**src/adcc_pkg.sv**
```systemverilog
// shared types and constants for the adc channel conditioner
// no dependencies; used by adc_channel_conditioner, adcc_ctrl and adcc_dpath
`default_nettype none

package adcc_pkg;

   // configuration register indexes
   localparam logic [1:0] CSR_COUNT_SCALE     = 2'd0;
   localparam logic [1:0] CSR_VOLTAGE_OFFSET  = 2'd1;
   localparam logic [1:0] CSR_CONVERSION_GAIN = 2'd2;
   localparam logic [1:0] CSR_FILTER_WEIGHT   = 2'd3;

   // reset values of the configuration registers
   localparam logic [30:0] COUNT_SCALE_RESET     = 31'd0;
   localparam logic [31:0] VOLTAGE_OFFSET_RESET  = 32'd0;
   localparam logic [31:0] CONVERSION_GAIN_RESET = 32'd65536;
   localparam logic [16:0] FILTER_WEIGHT_RESET   = 17'd0;

   // 1.0 in q1.16
   localparam logic [16:0] WEIGHT_ONE = 17'd65536;

   localparam logic [31:0] VALUE_MAX = 32'h7fff_ffff;
   localparam logic [31:0] VALUE_MIN = 32'h8000_0000;

   typedef enum logic [3:0] {
      ST_IDLE,
      ST_SCALE,
      ST_OFFSET,
      ST_GAIN_LO,
      ST_GAIN_HI,
      ST_COMBINE,
      ST_FILT_V,
      ST_FILT_Q,
      ST_FINISH
   } state_type;

   typedef enum logic [3:0] {
      OP_NONE,
      OP_SCALE,
      OP_OFFSET,
      OP_GAIN_LO,
      OP_GAIN_HI,
      OP_COMBINE,
      OP_FILT_V,
      OP_FILT_Q,
      OP_FINISH
   } op_type;

   typedef struct packed {
      logic   load;
      op_type op;
   } cmd_type;

   typedef struct packed {
      logic [30:0] count_scale;
      logic [31:0] voltage_offset;
      logic [31:0] conversion_gain;
      logic [16:0] filter_weight;
   } cfg_type;

endpackage

`default_nettype wire

```
**src/adc_channel_conditioner.sv**
```systemverilog
// adc channel conditioner: scales, offsets and gains a raw sample and low-pass filters both results
// a new sample is accepted only once the previous one has reached the result register,
// since the single 34x18 multiplier is used five times in sequence (scale, two gain halves,
// two filter products) with a register after each use
// synchronous active-high reset: registers to defaults, filter state to zero, no result pending
// depends on adcc_pkg, adcc_ctrl, adcc_dpath
`default_nettype none

module adc_channel_conditioner (
   input  wire logic               clock,
   input  wire logic               reset,
   // sample transfer
   input  wire logic               req_valid,
   output logic                    req_stall,
   input  wire logic [15:0]        req_raw_sample,
   // result transfer
   output logic                    rsp_valid,
   input  wire logic               rsp_stall,
   output logic [30:0]             rsp_voltage,
   output logic signed [31:0]      rsp_scaled_value,
   output logic [30:0]             rsp_smoothed_voltage,
   output logic signed [31:0]      rsp_smoothed_value,
   // register writes
   input  wire logic               csr_write,
   input  wire logic [1:0]         csr_index,
   input  wire logic [31:0]        csr_wdata
);

   adcc_pkg::cmd_type cmd;
   adcc_pkg::cfg_type cfg_ff;

   // configuration registers, to be written by the user only while no sample is in flight; the block has no check
   always_ff @(posedge clock) begin
      if (reset) begin
         cfg_ff.count_scale     <= adcc_pkg::COUNT_SCALE_RESET;
         cfg_ff.voltage_offset  <= adcc_pkg::VOLTAGE_OFFSET_RESET;
         cfg_ff.conversion_gain <= adcc_pkg::CONVERSION_GAIN_RESET;
         cfg_ff.filter_weight   <= adcc_pkg::FILTER_WEIGHT_RESET;
      end else if (csr_write) begin
         case (csr_index)
            adcc_pkg::CSR_COUNT_SCALE:     cfg_ff.count_scale     <= csr_wdata[30:0];
            adcc_pkg::CSR_VOLTAGE_OFFSET:  cfg_ff.voltage_offset  <= csr_wdata;
            adcc_pkg::CSR_CONVERSION_GAIN: cfg_ff.conversion_gain <= csr_wdata;
            adcc_pkg::CSR_FILTER_WEIGHT:   cfg_ff.filter_weight   <= csr_wdata[16:0];
            default: begin
            end
         endcase
      end
   end

   // sequencer: one sample at a time, result held in an output register so the
   // last result can wait while the sequencer returns to idle
   adcc_ctrl u_ctrl (
      .clock     (clock),
      .reset     (reset),
      .req_valid (req_valid),
      .req_stall (req_stall),
      .rsp_valid (rsp_valid),
      .rsp_stall (rsp_stall),
      .cmd       (cmd)
   );

   // datapath: shared multiplier, intermediate registers, filter state
   adcc_dpath u_dpath (
      .clock                (clock),
      .reset                (reset),
      .cmd                  (cmd),
      .cfg                  (cfg_ff),
      .req_raw_sample       (req_raw_sample),
      .rsp_voltage          (rsp_voltage),
      .rsp_scaled_value     (rsp_scaled_value),
      .rsp_smoothed_voltage (rsp_smoothed_voltage),
      .rsp_smoothed_value   (rsp_smoothed_value)
   );

endmodule

`default_nettype wire

```
**src/adcc_ctrl.sv**
```systemverilog
// sequencer for the adc channel conditioner: walks one sample through the datapath
// depends on adcc_pkg
`default_nettype none

module adcc_ctrl (
   input  wire logic            clock,
   input  wire logic            reset,
   input  wire logic            req_valid,
   output logic                 req_stall,
   output logic                 rsp_valid,
   input  wire logic            rsp_stall,
   output adcc_pkg::cmd_type    cmd
);

   adcc_pkg::state_type state_ff, state_in;
   logic rsp_valid_ff, rsp_valid_in;
   logic finish_fire;

   always_ff @(posedge clock) begin
      if (reset) begin
         state_ff     <= adcc_pkg::ST_IDLE;
         rsp_valid_ff <= 1'b0;
      end else begin
         state_ff     <= state_in;
         rsp_valid_ff <= rsp_valid_in;
      end
   end

   // output register is free when empty or being drained this cycle
   assign finish_fire = (state_ff == adcc_pkg::ST_FINISH) && (!rsp_valid_ff || !rsp_stall);

   always_comb begin
      state_in  = state_ff;
      cmd.load  = 1'b0;
      cmd.op    = adcc_pkg::OP_NONE;
      req_stall = 1'b1;
      case (state_ff)
         adcc_pkg::ST_IDLE: begin
            req_stall = 1'b0;
            if (req_valid) begin
               cmd.load = 1'b1;
               state_in = adcc_pkg::ST_SCALE;
            end
         end
         adcc_pkg::ST_SCALE: begin
            cmd.op   = adcc_pkg::OP_SCALE;
            state_in = adcc_pkg::ST_OFFSET;
         end
         adcc_pkg::ST_OFFSET: begin
            cmd.op   = adcc_pkg::OP_OFFSET;
            state_in = adcc_pkg::ST_GAIN_LO;
         end
         adcc_pkg::ST_GAIN_LO: begin
            cmd.op   = adcc_pkg::OP_GAIN_LO;
            state_in = adcc_pkg::ST_GAIN_HI;
         end
         adcc_pkg::ST_GAIN_HI: begin
            cmd.op   = adcc_pkg::OP_GAIN_HI;
            state_in = adcc_pkg::ST_COMBINE;
         end
         adcc_pkg::ST_COMBINE: begin
            cmd.op   = adcc_pkg::OP_COMBINE;
            state_in = adcc_pkg::ST_FILT_V;
         end
         adcc_pkg::ST_FILT_V: begin
            cmd.op   = adcc_pkg::OP_FILT_V;
            state_in = adcc_pkg::ST_FILT_Q;
         end
         adcc_pkg::ST_FILT_Q: begin
            cmd.op   = adcc_pkg::OP_FILT_Q;
            state_in = adcc_pkg::ST_FINISH;
         end
         adcc_pkg::ST_FINISH: begin
            if (finish_fire) begin
               cmd.op   = adcc_pkg::OP_FINISH;
               state_in = adcc_pkg::ST_IDLE;
            end
         end
         default: begin
            state_in = adcc_pkg::ST_IDLE;
         end
      endcase
   end

   always_comb begin
      rsp_valid_in = rsp_valid_ff && rsp_stall;
      if (finish_fire) begin
         rsp_valid_in = 1'b1;
      end
   end

   assign rsp_valid = rsp_valid_ff;

endmodule

`default_nettype wire

```
**src/adcc_dpath.sv**
```systemverilog
// datapath of the adc channel conditioner: shared multiplier, filter state, result register
// depends on adcc_pkg
`default_nettype none

module adcc_dpath (
   input  wire logic              clock,
   input  wire logic              reset,
   input  wire adcc_pkg::cmd_type cmd,
   input  wire adcc_pkg::cfg_type cfg,
   input  wire logic [15:0]       req_raw_sample,
   output logic [30:0]            rsp_voltage,
   output logic signed [31:0]     rsp_scaled_value,
   output logic [30:0]            rsp_smoothed_voltage,
   output logic signed [31:0]     rsp_smoothed_value
);

   logic [15:0]        raw_ff;
   logic signed [51:0] prod_ff;
   logic signed [49:0] lo_ff;
   logic [30:0]        volt_ff;
   logic [32:0]        diff_ff;
   logic [32:0]        dv_ff;
   logic [32:0]        dq_ff;
   logic [31:0]        val_ff;
   logic [31:0]        yv_ff;
   logic [31:0]        yq_ff;

   logic [30:0] out_volt_ff;
   logic [31:0] out_val_ff;
   logic [30:0] out_svolt_ff;
   logic [31:0] out_sval_ff;

   logic [16:0]        weight;
   logic signed [33:0] mul_a;
   logic signed [17:0] mul_b;
   logic signed [51:0] mul_p;
   logic               mul_en;
   logic [30:0]        volt_c;
   logic signed [51:0] val_sum;
   logic [31:0]        val_sat;
   logic [31:0]        yq_new;

   // weight above one behaves as one
   assign weight = (cfg.filter_weight > adcc_pkg::WEIGHT_ONE) ? adcc_pkg::WEIGHT_ONE
                                                             : cfg.filter_weight;

   // operand selection for the single 34x18 signed multiplier
   always_comb begin
      mul_a  = '0;
      mul_b  = '0;
      mul_en = 1'b0;
      case (cmd.op)
         adcc_pkg::OP_SCALE: begin
            mul_a  = {3'b000, cfg.count_scale};
            mul_b  = {2'b00, raw_ff};
            mul_en = 1'b1;
         end
         adcc_pkg::OP_GAIN_LO: begin
            mul_a  = {diff_ff[32], diff_ff};
            mul_b  = {2'b00, cfg.conversion_gain[15:0]};
            mul_en = 1'b1;
         end
         adcc_pkg::OP_GAIN_HI: begin
            mul_a  = {diff_ff[32], diff_ff};
            mul_b  = {{2{cfg.conversion_gain[31]}}, cfg.conversion_gain[31:16]};
            mul_en = 1'b1;
         end
         adcc_pkg::OP_COMBINE: begin
            mul_a  = {dv_ff[32], dv_ff};
            mul_b  = {1'b0, weight};
            mul_en = 1'b1;
         end
         adcc_pkg::OP_FILT_Q: begin
            mul_a  = {dq_ff[32], dq_ff};
            mul_b  = {1'b0, weight};
            mul_en = 1'b1;
         end
         default: begin
            mul_en = 1'b0;
         end
      endcase
   end

   assign mul_p  = mul_a * mul_b;
   assign volt_c = prod_ff[46:16];

   // high partial product plus floored low partial product, then clip to 32 bits
   assign val_sum = prod_ff + {{18{lo_ff[49]}}, lo_ff[49:16]};
   always_comb begin
      if (val_sum[51:31] == {21{val_sum[51]}}) begin
         val_sat = val_sum[31:0];
      end else if (val_sum[51]) begin
         val_sat = adcc_pkg::VALUE_MIN;
      end else begin
         val_sat = adcc_pkg::VALUE_MAX;
      end
   end

   // x + floor(a * (y - x) / 2^16), always back within 32 bits
   assign yq_new = val_ff + prod_ff[47:16];

   always_ff @(posedge clock) begin
      if (cmd.load) begin
         raw_ff <= req_raw_sample;
      end
      if (mul_en) begin
         prod_ff <= mul_p;
      end
      case (cmd.op)
         adcc_pkg::OP_OFFSET: begin
            volt_ff <= volt_c;
            diff_ff <= {2'b00, volt_c} - {cfg.voltage_offset[31], cfg.voltage_offset};
            dv_ff   <= {yv_ff[31], yv_ff} - {2'b00, volt_c};
         end
         adcc_pkg::OP_GAIN_HI: begin
            lo_ff <= prod_ff[49:0];
         end
         adcc_pkg::OP_COMBINE: begin
            val_ff <= val_sat;
         end
         adcc_pkg::OP_FILT_V: begin
            dq_ff <= {yq_ff[31], yq_ff} - {val_ff[31], val_ff};
         end
         adcc_pkg::OP_FINISH: begin
            out_volt_ff  <= volt_ff;
            out_val_ff   <= val_ff;
            out_svolt_ff <= yv_ff[30:0];
            out_sval_ff  <= yq_new;
         end
         default: begin
         end
      endcase
   end

   // filter state
   always_ff @(posedge clock) begin
      if (reset) begin
         yv_ff <= '0;
         yq_ff <= '0;
      end else begin
         if (cmd.op == adcc_pkg::OP_FILT_V) begin
            yv_ff <= {1'b0, volt_ff} + prod_ff[47:16];
         end
         if (cmd.op == adcc_pkg::OP_FINISH) begin
            yq_ff <= yq_new;
         end
      end
   end

   assign rsp_voltage          = out_volt_ff;
   assign rsp_scaled_value     = out_val_ff;
   assign rsp_smoothed_voltage = out_svolt_ff;
   assign rsp_smoothed_value   = out_sval_ff;

endmodule

`default_nettype wire

```
**config.mk**
```make
export PLATFORM = sky130hd
export DESIGN_NAME = adc_channel_conditioner
export DESIGN_NICKNAME = d
export VERILOG_FILES = /design/src/adcc_pkg.sv /design/src/adc_channel_conditioner.sv /design/src/adcc_ctrl.sv /design/src/adcc_dpath.sv
export SDC_FILE = /design/constraint.sdc
export NUM_CORES = 2
export LEC_CHECK = 0
export BUFFER_PORTS_ARGS = -buffer_cell sky130_fd_sc_hd__buf_2
export CORE_ASPECT_RATIO = 0.5
export CORE_MARGIN = 5
export CORE_UTILIZATION = 40
export DETAILED_ROUTE_END_ITERATION = 12
export HOLD_SLACK_MARGIN = 0.1
export SYNTH_ARGS = -nofsm -noshare
export SYNTH_HDL_FRONTEND = slang
export SYNTH_SLANG_ARGS = --single-unit
```
**constraint.sdc**
```tcl
create_clock -name clock -period 10.08 [get_ports clock]
set_input_delay 0.504 -clock clock [delete_from_list [all_inputs] [get_ports clock]]
set_output_delay 0.504 -clock clock [all_outputs]
set_load 0.005 [all_outputs]
```
==> impl_metrics.json <==
{
  "status": "completed",
  "grt_remaining_overflow": 0,
  "drt_iter0_markers": 4238,
  "cpPeakStageDelay_ps": 580,
  "finalInstanceArea_um2": 56100,
  "die_area_um2": 133000,
  "grt_first_pass_wirelength_mm": 256,
  "worstSetupEndpointType": "flip-flop",
  "rows": 91,
  "power.density_nw_per_um2": 117,
  "h-tree-depth": 2,
  "synth-edff-count": 390,
  "hp-class": "in2reg",
  "crit_fanout": 27,
  "dr.pass1.iters": 8,
  "seq_area_frac_synth_pct": 30.7,
  "skew_ps": 47.8,
  "drc_errors": 0,
  "cp.arrival_ps": 10230,
  "grt_max_degree": 112,
  "num_vias": 39900,
  "crit_buf_inv": 10,
  "clockBufferDepth": 3,
  "p_leak_nw": 24.8,
  "crit_path_top_delay_cell": "or3b_2",
  "path_delay_family": "adder cells",
  "slew_violations": 0,
  "finalSetupTns_ps": 0,
  "netlist_instances": 5316,
  "use_met2_pct": 39.2,
  "fin_hold_ws_ps": 144,
  "hpwl_mm": 140,
  "drt.antenna.violating_nets": 0,
  "fp.dieH_um": 260,
  "setup_viol": 0,
  "cts_buffers": 59,
  "wl_per_cell_um": 23.5,
  "cts_tree": "done",
  "gr-max-usage-layer": "met2",
  "utilization_pct": 45.4,
  "dieWidth_um": 510,
  "period_share_pct": 97.6,
  "synth_fp_nets": 6282,
  "synth.avg_cell_area_um2": 9.40,
  "synth_area_um2": 50000,
  "initial_core_util_pct": 40.4,
  "drt-total-wl_mm": 172,
  "area_delta_synth_final_pct": 12.3,
  "met3_usage_pct": 5.06,
  "place_ws_ps": 31.7,
  "io_buffers": 182,
  "critPathRequiredTime_ps": 10470,
  "final-hold-violation-count": 0,
  "path_class": "reg2reg",
  "path_clk_slew_ps": 70,
  "slew-limit-headroom_pct": 15.2,
  "fin_ws_ps": 246,
  "nNetsFinal": 6531,
  "clockRootBuffer": "clkbuf_16",
  "grtUsageTotal_pct": 25.7,
  "synth_ff_type": "edfxtp_1",
  "cts_sinks": 571,
  "vias_per_cell": 5.47,
  "grt_pass1_vias": 40000,
  "antenna_found_initial": 12,
  "drive_above_1_share_pct": 9.33,
  "max_freq_mhz": 102,
  "nFillCells": 11800,
  "rsz0062_at_grt": "false",
  "async_flop_share_pct": 0,
  "worst_ir_drop_vdd_mv": 0.142,
  "yosys_warnings": 0,
  "gp_congestion": 0.980,
  "coreArea_um2": 124000,
  "clock_latency_ps": 670,
  "ys_types": 82,
  "ios": 183,
  "grt_use_met1_pct": 37.1,
  "post-route-min-period_ps": 9830,
  "maxCapViolations": 0,
  "start_kind": "flip-flop",
  "worstMarginPinSlew_ps": 1260,
  "synth-seq-cells": 571,
  "placed_area_um2": 53800
}
[per-layer routing]
metal | share of wire (%) | vias up
li1 | - | 17800
met1 | 44 | 20000
met2 | 43 | 1729
met3 | 9.3 | 286
met4 | 3.3 | 0
met5 | 0 | -
[cells by family (layout without fill, tap and decap cells)]
family	count (synthesis)	count (layout)	synth area share (%)
compound gates	905	905	11.5
flops	571	571	30.7
xor+xnor	223	223	3.91
simple gates	1627	1627	13.8
fa+ha+maj	911	911	31.5
buf+inv	1047	1347	7.90
other cells	0	3	0
mux	32	32	0.649
[final cells by class]
cell class                      instances  area (um2)  area share [%]
Antenna cell                            3        7.51          0.0134
Clock buffer                           85        1720            3.07
Clock inverter                         27         388           0.691
Inverter                              846        3180            5.67
Multi-Input combinational cell       3698       30800            54.8
Sequential cell                       571       15300            27.3
Tap cell                             1674        2090            3.73
Timing Repair Buffer                  389        2620            4.67
[through the flow]
| stage | std cells | total power [mW] |
|---|---|---|
| final | 7293 | 6.54 |
| after CTS | 7289 | 6.54 |
| after global placement | 7158 | 4.12 |
| after floorplan | 5316 | 3.62 |
| after detailed placement | 7158 | 4.14 |
| after global routing | 7291 | 6.80 |
[worst paths after layout]
check	slack, ps	from	cells after the start	to
worst max-delay path	250	u_ctrl.state_ff[3]	35	u_dpath.prod_ff[50]
worst min-delay path	140	csr_wdata[28]	3	cfg_ff[109]
worst max register to register	250	u_ctrl.state_ff[3]	35	u_dpath.prod_ff[50]
worst min register to register	450	cfg_ff[58]	2	cfg_ff[58]
[layout by cell type, fill, tap and decap left out, types with 39 or more instances in the layout]
cell,n
o21a_1,39
xor2_1,63
buf_2,181
o21ai_0,117
nor2_1,414
fa_1,580
inv_1,844
buf_4,180
dfxtp_1,181
nand2_1,883
xnor2_1,159
a21oi_1,381
nand2b_1,46
nand3_1,43
edfxtp_1,390
a21o_1,116
clkbuf_16,61
ha_1,331
[sequential cells by signal (all words and copies together) (netlist names), 33 cells and up]
signal / cells
cfg_ff: 112
u_dpath.diff_ff: 33
u_dpath.dq_ff: 33
u_dpath.dv_ff: 33
u_dpath.lo_ff: 34
u_dpath.prod_ff: 52
[repair_timing]
item	4_1_cts	5_1_grt
buffers inserted	0	1
hold endpoints to repair	20	0
hold buffers	19	0
endpoints found under the setup margin	0	7
gates resized for setup	0	14
[tightest hold or removal path, stage by stage]
cell,delay [ps]
buf_2,140
nand2_1,60
a21oi_1,50
[synthesized netlist by cell type (43+ instances only)]
cell type    n  area [um2]
nand2_1    885        3320
inv_1      846        3180
fa_1       580       11600
nor2_1     417        1570
edfxtp_1   390       11700
a21oi_1    382        1910
ha_1       331        4140
clkbuf_1   184         691
dfxtp_1    181        3620
xnor2_1    160        1400
o21ai_0    119         596
a21o_1     117         878
xor2_1      63         552
nand2b_1    46         288
and2_1      44         275
nand3_1     43         215
[where the power goes]
part           internal, mW  switching [mW]  total [mW]  leakage (nW)
sequential             2.62          0.0680        2.69          5.04
clock                  1.38            1.02        2.40          1.02
combinational         0.503           0.948        1.45          18.7
(Power assumes the default switching activity.)
